### src/assert_macros.svh
// assertion macros included by bitmap_gap_finder
`ifndef ASSERT_MACROS_SVH
`define ASSERT_MACROS_SVH

// checked property, switched off while reset is held
`define AM_ASSERT(lbl, clk, rst_n, prop, msg) \
    lbl: assert property (@(posedge clk) disable iff (!rst_n) (prop)) else $error(msg);

// checked property, also during reset
`define AM_ASSERT_ALWAYS(lbl, clk, prop, msg) \
    lbl: assert property (@(posedge clk) (prop)) else $error(msg);

`endif

### src/bgf_ram.sv
// generic single-port-write, single-port-read ram with registered read
module bgf_ram #(
    parameter int WIDTH = 64,
    parameter int DEPTH = 64,
    localparam int AW = (DEPTH > 1) ? $clog2(DEPTH) : 1
) (
    input  logic             aclk,
    input  logic             we,
    input  logic [AW-1:0]    waddr,
    input  logic [WIDTH-1:0] wdata,
    input  logic [AW-1:0]    raddr,
    output logic [WIDTH-1:0] rdata
);

    logic [WIDTH-1:0] mem [DEPTH];
    logic [WIDTH-1:0] rdata_reg;

    always_ff @(posedge aclk) begin
        if (we) begin
            mem[waddr] <= wdata;
        end
        rdata_reg <= mem[raddr];
    end

    assign rdata = rdata_reg;

endmodule

### config.mk
export PLATFORM = sky130hd
export DESIGN_NAME = bgf_ram
export DESIGN_NICKNAME = d
export VERILOG_FILES = /design/src/assert_macros.svh /design/src/bgf_ram.sv
export SDC_FILE = /design/constraint.sdc
export NUM_CORES = 2
export LEC_CHECK = 0
export ABC_AREA = 1
export BUFFER_PORTS_ARGS = -buffer_cell sky130_fd_sc_hd__buf_2
export CORE_AREA = 2 2 590 592
export CTS_CLUSTER_DIAMETER = 50
export DETAILED_ROUTE_END_ITERATION = 12
export DIE_AREA = 0 0 592 594
export GPL_TIMING_DRIVEN = 0
export PLACE_DENSITY = 0.71
export REMOVE_ABC_BUFFERS = 1
export SYNTH_ARGS = -nofsm -noshare
export SYNTH_HDL_FRONTEND = slang
export SYNTH_SLANG_ARGS = --single-unit
### constraint.sdc
create_clock -name aclk -period 11.4 [get_ports aclk]
set_input_delay 0.57 -clock aclk [delete_from_list [all_inputs] [get_ports aclk]]
set_output_delay 0.57 -clock aclk [all_outputs]
set_load 0.01 [all_outputs]
==> impl_metrics.env <==
export IMPL_timing_final_ws_setup_ns=6.537
export IMPL_syn_area_um2=165300
export IMPL_largest_reg_flops=4096
export IMPL_yosys_area_top_type="edfxtp_1"
export IMPL_first_pass_iters=7
export IMPL_grt_overflow=0
export IMPL_min_period_ns=4.863
export IMPL_slowest_delay_ns=0.61
export IMPL_finalClockSkew_ns=0.05055
export IMPL_powerDensity_nw_per_um2=172.2
export IMPL_routedWlPerCell_um=25.39
export IMPL_critPathMaxFanout=214
export IMPL_critPathMostFrequentCell="buf_16"
export IMPL_grt_max_degree=236
export IMPL_switching_share=0.2264
export IMPL_fin_crit_sh=0.4266
export IMPL_power_switching_mw=7.349
export IMPL_tightest_slew_ns=1.390
export IMPL_clockBufferDepth=4
export IMPL_start_util=0.4790
export IMPL_portBuffers=141
export IMPL_clock_sinks=4160
export IMPL_crit_slowest_cell="inv_16"
export IMPL_intPower_mw=25.12
export IMPL_synth_seq_cells=4160
export IMPL_finalWirelength_mm=468.1
export IMPL_drtAntennaViolNets=0
export IMPL_cts_repair_resized=0
export IMPL_end_kind="flip-flop"
export IMPL_synth_most_common_cell="nand2_1"
export IMPL_vdd_ir_drop_max_uv=133.6
export IMPL_core_area_um2=345100
export IMPL_fin_nets=13560
export IMPL_grt_pass1_wl_mm=677.1
export IMPL_crit_chain="buf_12 > buf_16 > inv_16 > buf_16 > buf_16 > buf_16 > buf_16 > nand2_1 > nand3_1 > nand3_1 > nand3_1 > nand3_1 > nand2_1 > nand2_1 > nand2_1"
export IMPL_final_cells=18440
export IMPL_yosysWarningCount=0
export IMPL_cts_tree="yes"
export IMPL_yosys_top_cells_area="edfxtp_1 74%, nand3_1 12%, nand2_1 10%"
export IMPL_ys_flop_type="edfxtp_1"
export IMPL_fp_dieH_um=594
export IMPL_maxSlewHeadroom=0.06589
export IMPL_clkTransAtPathRegs_ns=0.06
export IMPL_synth_top_cell_area_share=0.7441
export IMPL_areaGrowthSynthToFinish_pct=14.06
export IMPL_drtIter0Drc=15050
export IMPL_htreeDepth=5
export IMPL_cp_start_kind="primary input"
export IMPL_rsz0062_at_grt="no"
export IMPL_cts_buffers_inserted=429
export IMPL_power_frac_seq=0.523
export IMPL_avgViaCountPerCell=5.909
export IMPL_utilization=0.5463
export IMPL_die_w_um=592
export IMPL_grt_pass1_vias=102900
export IMPL_die_area_um2=351600
export IMPL_hp_class="primary input to flip-flop"
export IMPL_rows=216
export IMPL_synth_edf_count=4096
export IMPL_clock_latency_ns=1.01
export IMPL_clock_fmax_ghz=0.2056
export IMPL_cts_setup_buffers=0
export IMPL_hold_viol=0
export IMPL_setup_viol=0
export IMPL_io_pins=142
export IMPL_combPwrFrac=0.055
export IMPL_leakage_nw=66.12
export IMPL_cp_arrival_ns=5.79
export IMPL_place_congestion=0.7208
export IMPL_syn_area_per_cell_um2=12.33
export IMPL_cts_hold_buf=1
export IMPL_drc=0
export IMPL_drive_gt1_frac=0.08947
export IMPL_grt_use_total=0.2599
export IMPL_hpwl_mm=259.6
export IMPL_netlist_top_cells_count="4,416 x nand2_1, 4,096 x edfxtp_1, 3,847 x nand3_1"
export IMPL_status="finished clean"
export IMPL_vias=108900
export IMPL_cap_violations=0
export IMPL_maxSlewViolCount=0
export IMPL_async_flop_share=0
export IMPL_syn_instance_count=13410
export IMPL_antenna_found_initial=28
export IMPL_clkPwrFrac=0.422
export IMPL_crit_required_ns=12.33
export IMPL_yosysUniqueCellTypes=16
export IMPL_totalNegativeSetupSlack_ns=0
export IMPL_ys_seq_area_frac=0.7518
export IMPL_pre_cts_ws_ns=5.663
export IMPL_dp_cells=17630
export IMPL_cts_root_buf="clkbuf_16"
export IMPL_path_class="primary input to flip-flop"
cell usage in the layout, fill, tap and decap left out:
cell / instances
buf_12: 178
buf_16: 97
buf_2: 135
buf_4: 120
buf_6: 8
buf_8: 3
bufinv_16: 27
clkbuf_1: 72
clkbuf_16: 434
clkbuf_8: 10
clkinv_1: 98
clkinv_16: 8
clkinv_2: 81
clkinv_4: 14
clkinv_8: 13
clkinvlp_4: 11
dfxtp_1: 64
diode_2: 10
dlygate4sd3_1: 1
edfxtp_1: 4096
inv_1: 6
inv_16: 5
inv_6: 15
inv_8: 16
nand2_1: 4416
nand3_1: 3847
nand4_1: 9
nor2_4: 56
nor4_2: 8
metrics by stage:
| stage | hold WS [ns] | area [um^2] | power, mW |
|---|---|---|---|
| finish | 0.1501 | 188500 | 32.47 |
| global route | 0.1310 | 188500 | 33.29 |
| CTS | 0.1009 | 188500 | 32.52 |
| detailed placement | 0.7980 | 174700 | 19.04 |
| global placement | 0.7611 | 166900 | 19.62 |
| floorplan | 0.6689 | 160500 | 18.30 |
area by class of cell:
| type | count | area, um^2 |
|---|---|---|
| Inverter | 12 | 105.1 |
| Clock buffer | 516 | 11270 |
| Multi-Input combinational cell | 8336 | 36620 |
| Antenna cell | 10 | 25.02 |
| Sequential cell | 4160 | 124300 |
| Timing Repair Buffer | 542 | 7955 |
| Fill cell | 26530 | 156600 |
| Clock inverter | 282 | 2570 |
| Tap cell | 4578 | 5728 |
worst paths after layout:
kind / startpoint / end / slack (ns) / cells after the start
worst min register to register: mem[10][42]$_DFFE_PP_ / rdata[42]$_DFF_P_ / 0.79 / 8
worst max-delay path: raddr[0] / rdata[12]$_DFF_P_ / 6.54 / 15
worst min-delay path: waddr[2] / mem[49][57]$_DFFE_PP_ / 0.15 / 2
worst max register to register: mem[31][57]$_DFFE_PP_ / rdata[57]$_DFF_P_ / 9.68 / 8
critical path, delay by kind of cell:
family,cells,cell delay [ns]
AND/OR/NAND/NOR,8,1.01
buffers and inverters,7,2.99
power by group through the flow:
stage	sequential (mW)	clock [mW]	combinational [mW]
floorplan	17.3	0	1.00
global placement	17.3	0	2.31
detailed placement	17.3	0	1.75
CTS	17.0	13.8	1.76
global route	17.0	14.4	1.94
finish	17.0	13.7	1.79
logic make-up (layout without fill, tap and decap cells):
group | Yosys count | after routing | synth area share
other cells | 0 | 10 | 0
simple gates | 8336 | 8336 | 0.2187
buf+inv | 909 | 1352 | 0.02953
flops | 4160 | 4160 | 0.7518
per-layer routing:
layer | global-route usage | vias to the layer above | part of all wire
met5 | 0 | - | 0.00020
met4 | 0.1393 | 18 | 0.061
met3 | 0.04828 | 1569 | 0.11
met2 | 0.4220 | 6790 | 0.47
met1 | 0.3316 | 52490 | 0.36
li1 | - | 48070 | -
Note: power is estimated with default switching activity, not from simulation.
