[src/assert_macros.svh]
// assertion macros included by bitmap_gap_finder
`ifndef ASSERT_MACROS_SVH
`define ASSERT_MACROS_SVH

// checked property, switched off while reset is held
`define AM_ASSERT(lbl, clk, rst_n, prop, msg) \
    lbl: assert property (@(posedge clk) disable iff (!rst_n) (prop)) else $error(msg);

// checked property, also during reset
`define AM_ASSERT_ALWAYS(lbl, clk, prop, msg) \
    lbl: assert property (@(posedge clk) (prop)) else $error(msg);

`endif

[src/bgf_pkg.sv]
// types, codes and helpers of the bitmap gap finder
package bgf_pkg;

    localparam int WORD_BITS = 64;
    localparam int BIT_POS_W = 6;

    localparam logic [1:0] KIND_CLEAR = 2'd0;
    localparam logic [1:0] KIND_SET   = 2'd1;
    localparam logic [1:0] KIND_FIND  = 2'd2;

    typedef enum logic [2:0] {
        ST_INIT,
        ST_IDLE,
        ST_CLEAR,
        ST_SET_WR,
        ST_SCAN,
        ST_RESP
    } state_t;

    // result transfer, packed so that gap_found sits in bit 0
    typedef struct packed {
        logic        range_error;
        logic [12:0] next_offset;
        logic [12:0] gap_len;
        logic [11:0] gap_start;
        logic        gap_found;
    } result_t;

    // window of one word to examine
    typedef struct packed {
        logic                 in_run;
        logic [BIT_POS_W-1:0] lo;
        logic [BIT_POS_W:0]   hi;
    } scan_ctl_t;

    // outcome of examining one word
    typedef struct packed {
        logic                 zero_hit;
        logic [BIT_POS_W-1:0] zero_pos;
        logic                 set_hit;
        logic [BIT_POS_W-1:0] set_pos;
    } scan_res_t;

    // lowest set bit: {hit, position}
    function automatic logic [BIT_POS_W:0] first_one(input logic [WORD_BITS-1:0] v);
        logic                 hit;
        logic [BIT_POS_W-1:0] pos;
        hit = 1'b0;
        pos = '0;
        for (int i = WORD_BITS - 1; i >= 0; i--) begin
            if (v[i]) begin
                hit = 1'b1;
                pos = BIT_POS_W'(i);
            end
        end
        return {hit, pos};
    endfunction

endpackage

[src/bgf_word_scan.sv]
// finds the first clear bit and the following set bit within one bitmap word
module bgf_word_scan (
    input  logic [bgf_pkg::WORD_BITS-1:0] word_i,
    input  bgf_pkg::scan_ctl_t            ctl_i,
    output bgf_pkg::scan_res_t            res_o
);

    logic [bgf_pkg::WORD_BITS-1:0] win_mask;
    logic [bgf_pkg::WORD_BITS-1:0] above_mask;
    logic [bgf_pkg::BIT_POS_W:0]   zero_enc;
    logic [bgf_pkg::BIT_POS_W:0]   set_enc;
    logic [bgf_pkg::BIT_POS_W-1:0] zero_pos;

    always_comb begin
        for (int i = 0; i < bgf_pkg::WORD_BITS; i++) begin
            win_mask[i] = ((bgf_pkg::BIT_POS_W+1)'(i) >= {1'b0, ctl_i.lo}) &&
                          ((bgf_pkg::BIT_POS_W+1)'(i) < ctl_i.hi);
        end
    end

    assign zero_enc = bgf_pkg::first_one(~word_i & win_mask);

    // inside a run the run simply carries on from the window start
    assign zero_pos = ctl_i.in_run ? ctl_i.lo : zero_enc[bgf_pkg::BIT_POS_W-1:0];

    always_comb begin
        for (int i = 0; i < bgf_pkg::WORD_BITS; i++) begin
            above_mask[i] = (bgf_pkg::BIT_POS_W'(i) >= zero_pos);
        end
    end

    assign set_enc = bgf_pkg::first_one(word_i & win_mask & above_mask);

    assign res_o.zero_hit = ctl_i.in_run | zero_enc[bgf_pkg::BIT_POS_W];
    assign res_o.zero_pos = zero_pos;
    assign res_o.set_hit  = set_enc[bgf_pkg::BIT_POS_W];
    assign res_o.set_pos  = set_enc[bgf_pkg::BIT_POS_W-1:0];

endmodule

[config.mk]
export PLATFORM = sky130hd
export DESIGN_NAME = bgf_word_scan
export DESIGN_NICKNAME = d
export VERILOG_FILES = /design/src/assert_macros.svh /design/src/bgf_pkg.sv /design/src/bgf_word_scan.sv
export SDC_FILE = /design/constraint.sdc
export NUM_CORES = 1
export LEC_CHECK = 0
export ABC_AREA = 1
export BUFFER_PORTS_ARGS = -buffer_cell sky130_fd_sc_hd__buf_2
export CORE_MARGIN = 2
export CORE_UTILIZATION = 50
export DETAILED_ROUTE_END_ITERATION = 12
export GPL_ROUTABILITY_DRIVEN = 1
export PLACE_DENSITY_LB_ADDON = 0.08
export SYNTH_ARGS = -nofsm -noshare
export SYNTH_HDL_FRONTEND = slang
export SYNTH_SLANG_ARGS = --single-unit
[constraint.sdc]
create_clock -name vclk -period 12.3
set_input_delay 0.615 -clock vclk [all_inputs]
set_output_delay 0.615 -clock vclk [all_outputs]
set_load 0.01 [all_outputs]
==> results.txt <==
run status: completed
violation count after the first detailed-route iteration: 735
largest net degree at the start of global routing: 15
hold buffer count at cts: 0
initial standard-cell utilization of the core: 0.509
total routed wirelength: 19,300 um
routability cong.: 1.12
hpwl dp: 16,000 um
# Max-Cap Violations: 0
Max transition margin: 0.345
Sequential cell area: 0 sq um
leakage power: 0.00289 uW
number of vias after detailed routing: 6,600
critical path data arrival time: 8.42 ns
relative area change from synthesis to final layout: 13.0%
DRC violation count after routing: 0
number of rows in the core area: 34
class of the tightest hold or removal check: in -> out
Min Clock Period, post-route: 9.03 ns
global-route wire length before repair: 30,600 um
fraction of final layout cells sized beyond drive strength 1: 0.142
Critical Path Source Type: input port
fraction of power consumed by sequential logic: 0
number of antenna violations at the first check in global routing: 0
Hold Path End: res_o[1]
Post-CTS Setup Bufs: 0
worst hold start: word_i[2]
yosys warns: 0
data required time at the worst endpoint: 11.69 ns
area fraction in compound gates after synthesis: 0.238
global-route usage over all layers: 0.396
average cell area after synthesis: 4.57 sq um
top-count cell post-synth: nand2_1
CP endpoint kind: output pin
multiplexer share of the synthesized area: 0
most area-consuming cells after synthesis: nand2_1 25%, inv_1 15%, nor2_1 13%, nand3_1 4.7%, o21ai_0 4.7%
Comb power frac: 1.000
Final nets: 1,123
PwrDens: 56.1 nW/um^2
PnR Total Power: 277 uW
Synth Area in Simple Gates: 0.579
TNS Setup: 0 ns
Slowest cell on crit path: o21ai_1
gate count of the mapped netlist: 957
Worst Tran Pin Value: 0.976 ns
period utilization: 0.734
input/output buffers: 92
nets in the synthesized netlist: 1,035
routed length per placed instance: 16.7 um
endpoints failing setup: 0
main combinational cell family by area after synthesis: simple AND/OR/NAND/NOR gates
highest clock frequency the design can meet: 111 MHz
internal power component: 87.4 uW
Seq cells: 0
Commonest cells post-synth: 291 x nand2_1, 180 x inv_1, 150 x nor2_1
number of unique standard cell types used by synthesis: 45
post-synthesis cell type with the largest combined area: nand2_1
post_cts resized: 0
core occupancy in the finished layout: 0.576
filler instances: 1,031
Hold Worst Slack: 1.65 ns
Die X-Extent: 97.6 um
via density per instance: 5.73
switching fraction of total power: 0.685
number of detailed-routing iterations run before antenna repair: 6
Ports: 92
Max VDD drop: 30.0 uV
number of instances on the worst hold path: 4
Antenna Violating Nets Remaining: 0
adder-cell share of the synthesized area: 0
Ant. Diodes: 0
Setup Crit Path Kind: in -> out
RSZ-0062 raised after global routing: false
sum of overflow across all layers after global routing: 0
die height: 97.6 um
crit-path most repeated cell: nand2_1
via count of the first global-routing pass: 6,029
post-synthesis sequential area ratio: 0
power spent charging and discharging nets: 190 uW
Clock power frac: 0
fraction of synthesized cell area taken by the top area cell type: 0.250
number of clock buffer instances in the layout: 0
post-synthesis share of cell area spent on xor and xnor gates: 0
total count of hold-check failures in the final report: 0
worst-path maximum fanout: 14
total standard cell area after synthesis: 4380 sq um
total count of max-transition violations in the final report: 0
area of the die: 9520 sq um
Crit path largest cell delay: 0.52 ns
area inside the core boundary: 8590 sq um
## worst max-delay path, delay by kind of cell
family / cells / cell delay, ns
AND/OR/NAND/NOR: 69 / 5.98
buffers and inverters: 8 / 1.03
AO/OA/AOI/OAI: 2 / 0.80
## layer usage
layer	vias up	share of wire	track usage
met3	51	0.11	0.0712
met5	-	0	0
met1	2854	0.43	0.552
li1	3277	-	-
met2	418	0.42	0.611
met4	0	0.037	0.136
## logic make-up (layout without fill, tap and decap cells)
family,Yosys count,in the layout
and+or+nand+nor,583,583
AOI/OAI and AO/OA,164,164
buffers and inverters,210,296
## worst max-delay path by stage
stage,cells past startpoint,slack (ns),to,start
2_1_floorplan,113,5.41,res_o[0],ctl_i[8]
3_3_place_gp,79,3.60,res_o[0],ctl_i[6]
3_5_place_dp,79,3.59,res_o[0],ctl_i[6]
4_1_cts,79,3.56,res_o[0],ctl_i[6]
5_1_grt,79,2.30,res_o[0],ctl_i[6]
6_report,79,3.27,res_o[0],ctl_i[6]
## per-stage QoR
| stage | setup WS (ns) | instances | area (sq um) |
|---|---|---|---|
| after CTS | 3.56 | 1151 | 4950 |
| after global routing | 2.30 | 1151 | 4950 |
| final | 3.27 | 1151 | 4950 |
| after global placement | 3.60 | 1151 | 4950 |
| after floorplan | 5.41 | 957 | 4380 |
| after detailed placement | 3.59 | 1151 | 4950 |
## area by class of cell
| type | instances | area (sq um) | area share |
|---|---|---|---|
| multi-input combinational | 747 | 3570 | 0.722 |
| tap | 108 | 135 | 0.0273 |
| timing repair buffer | 95 | 483 | 0.0976 |
| inverter | 201 | 757 | 0.153 |
## power groups by stage
stage / logic (uW) / clock network, uW / registers (uW)
finish: 277 / 0 / 0
detailed placement: 267 / 0 / 0
CTS: 268 / 0 / 0
global route: 308 / 0 / 0
global placement: 268 / 0 / 0
floorplan: 180 / 0 / 0
## layout by cell type (no fill, tap or decap), types with 4 or more instances in the layout
cell type | Yosys | layout
a21oi_1 | 36 | 36
buf_2 | 2 | 92
nand3_1 | 41 | 41
o21bai_1 | 4 | 4
inv_1 | 180 | 180
nand3b_1 | 5 | 5
a221oi_1 | 11 | 11
nor4_1 | 12 | 12
o211ai_1 | 13 | 13
nor2_2 | 6 | 6
o21ai_1 | 11 | 11
a211oi_1 | 10 | 10
o2111ai_1 | 8 | 8
nor2_1 | 150 | 150
nand2_2 | 6 | 6
o21ai_0 | 41 | 41
or2_2 | 6 | 6
nor3_1 | 26 | 26
a31oi_1 | 12 | 12
inv_2 | 20 | 20
nand4_1 | 21 | 21
nand2_1 | 291 | 291
nor2_4 | 4 | 4
No activity file was read; power rests on OpenSTA's default activity.
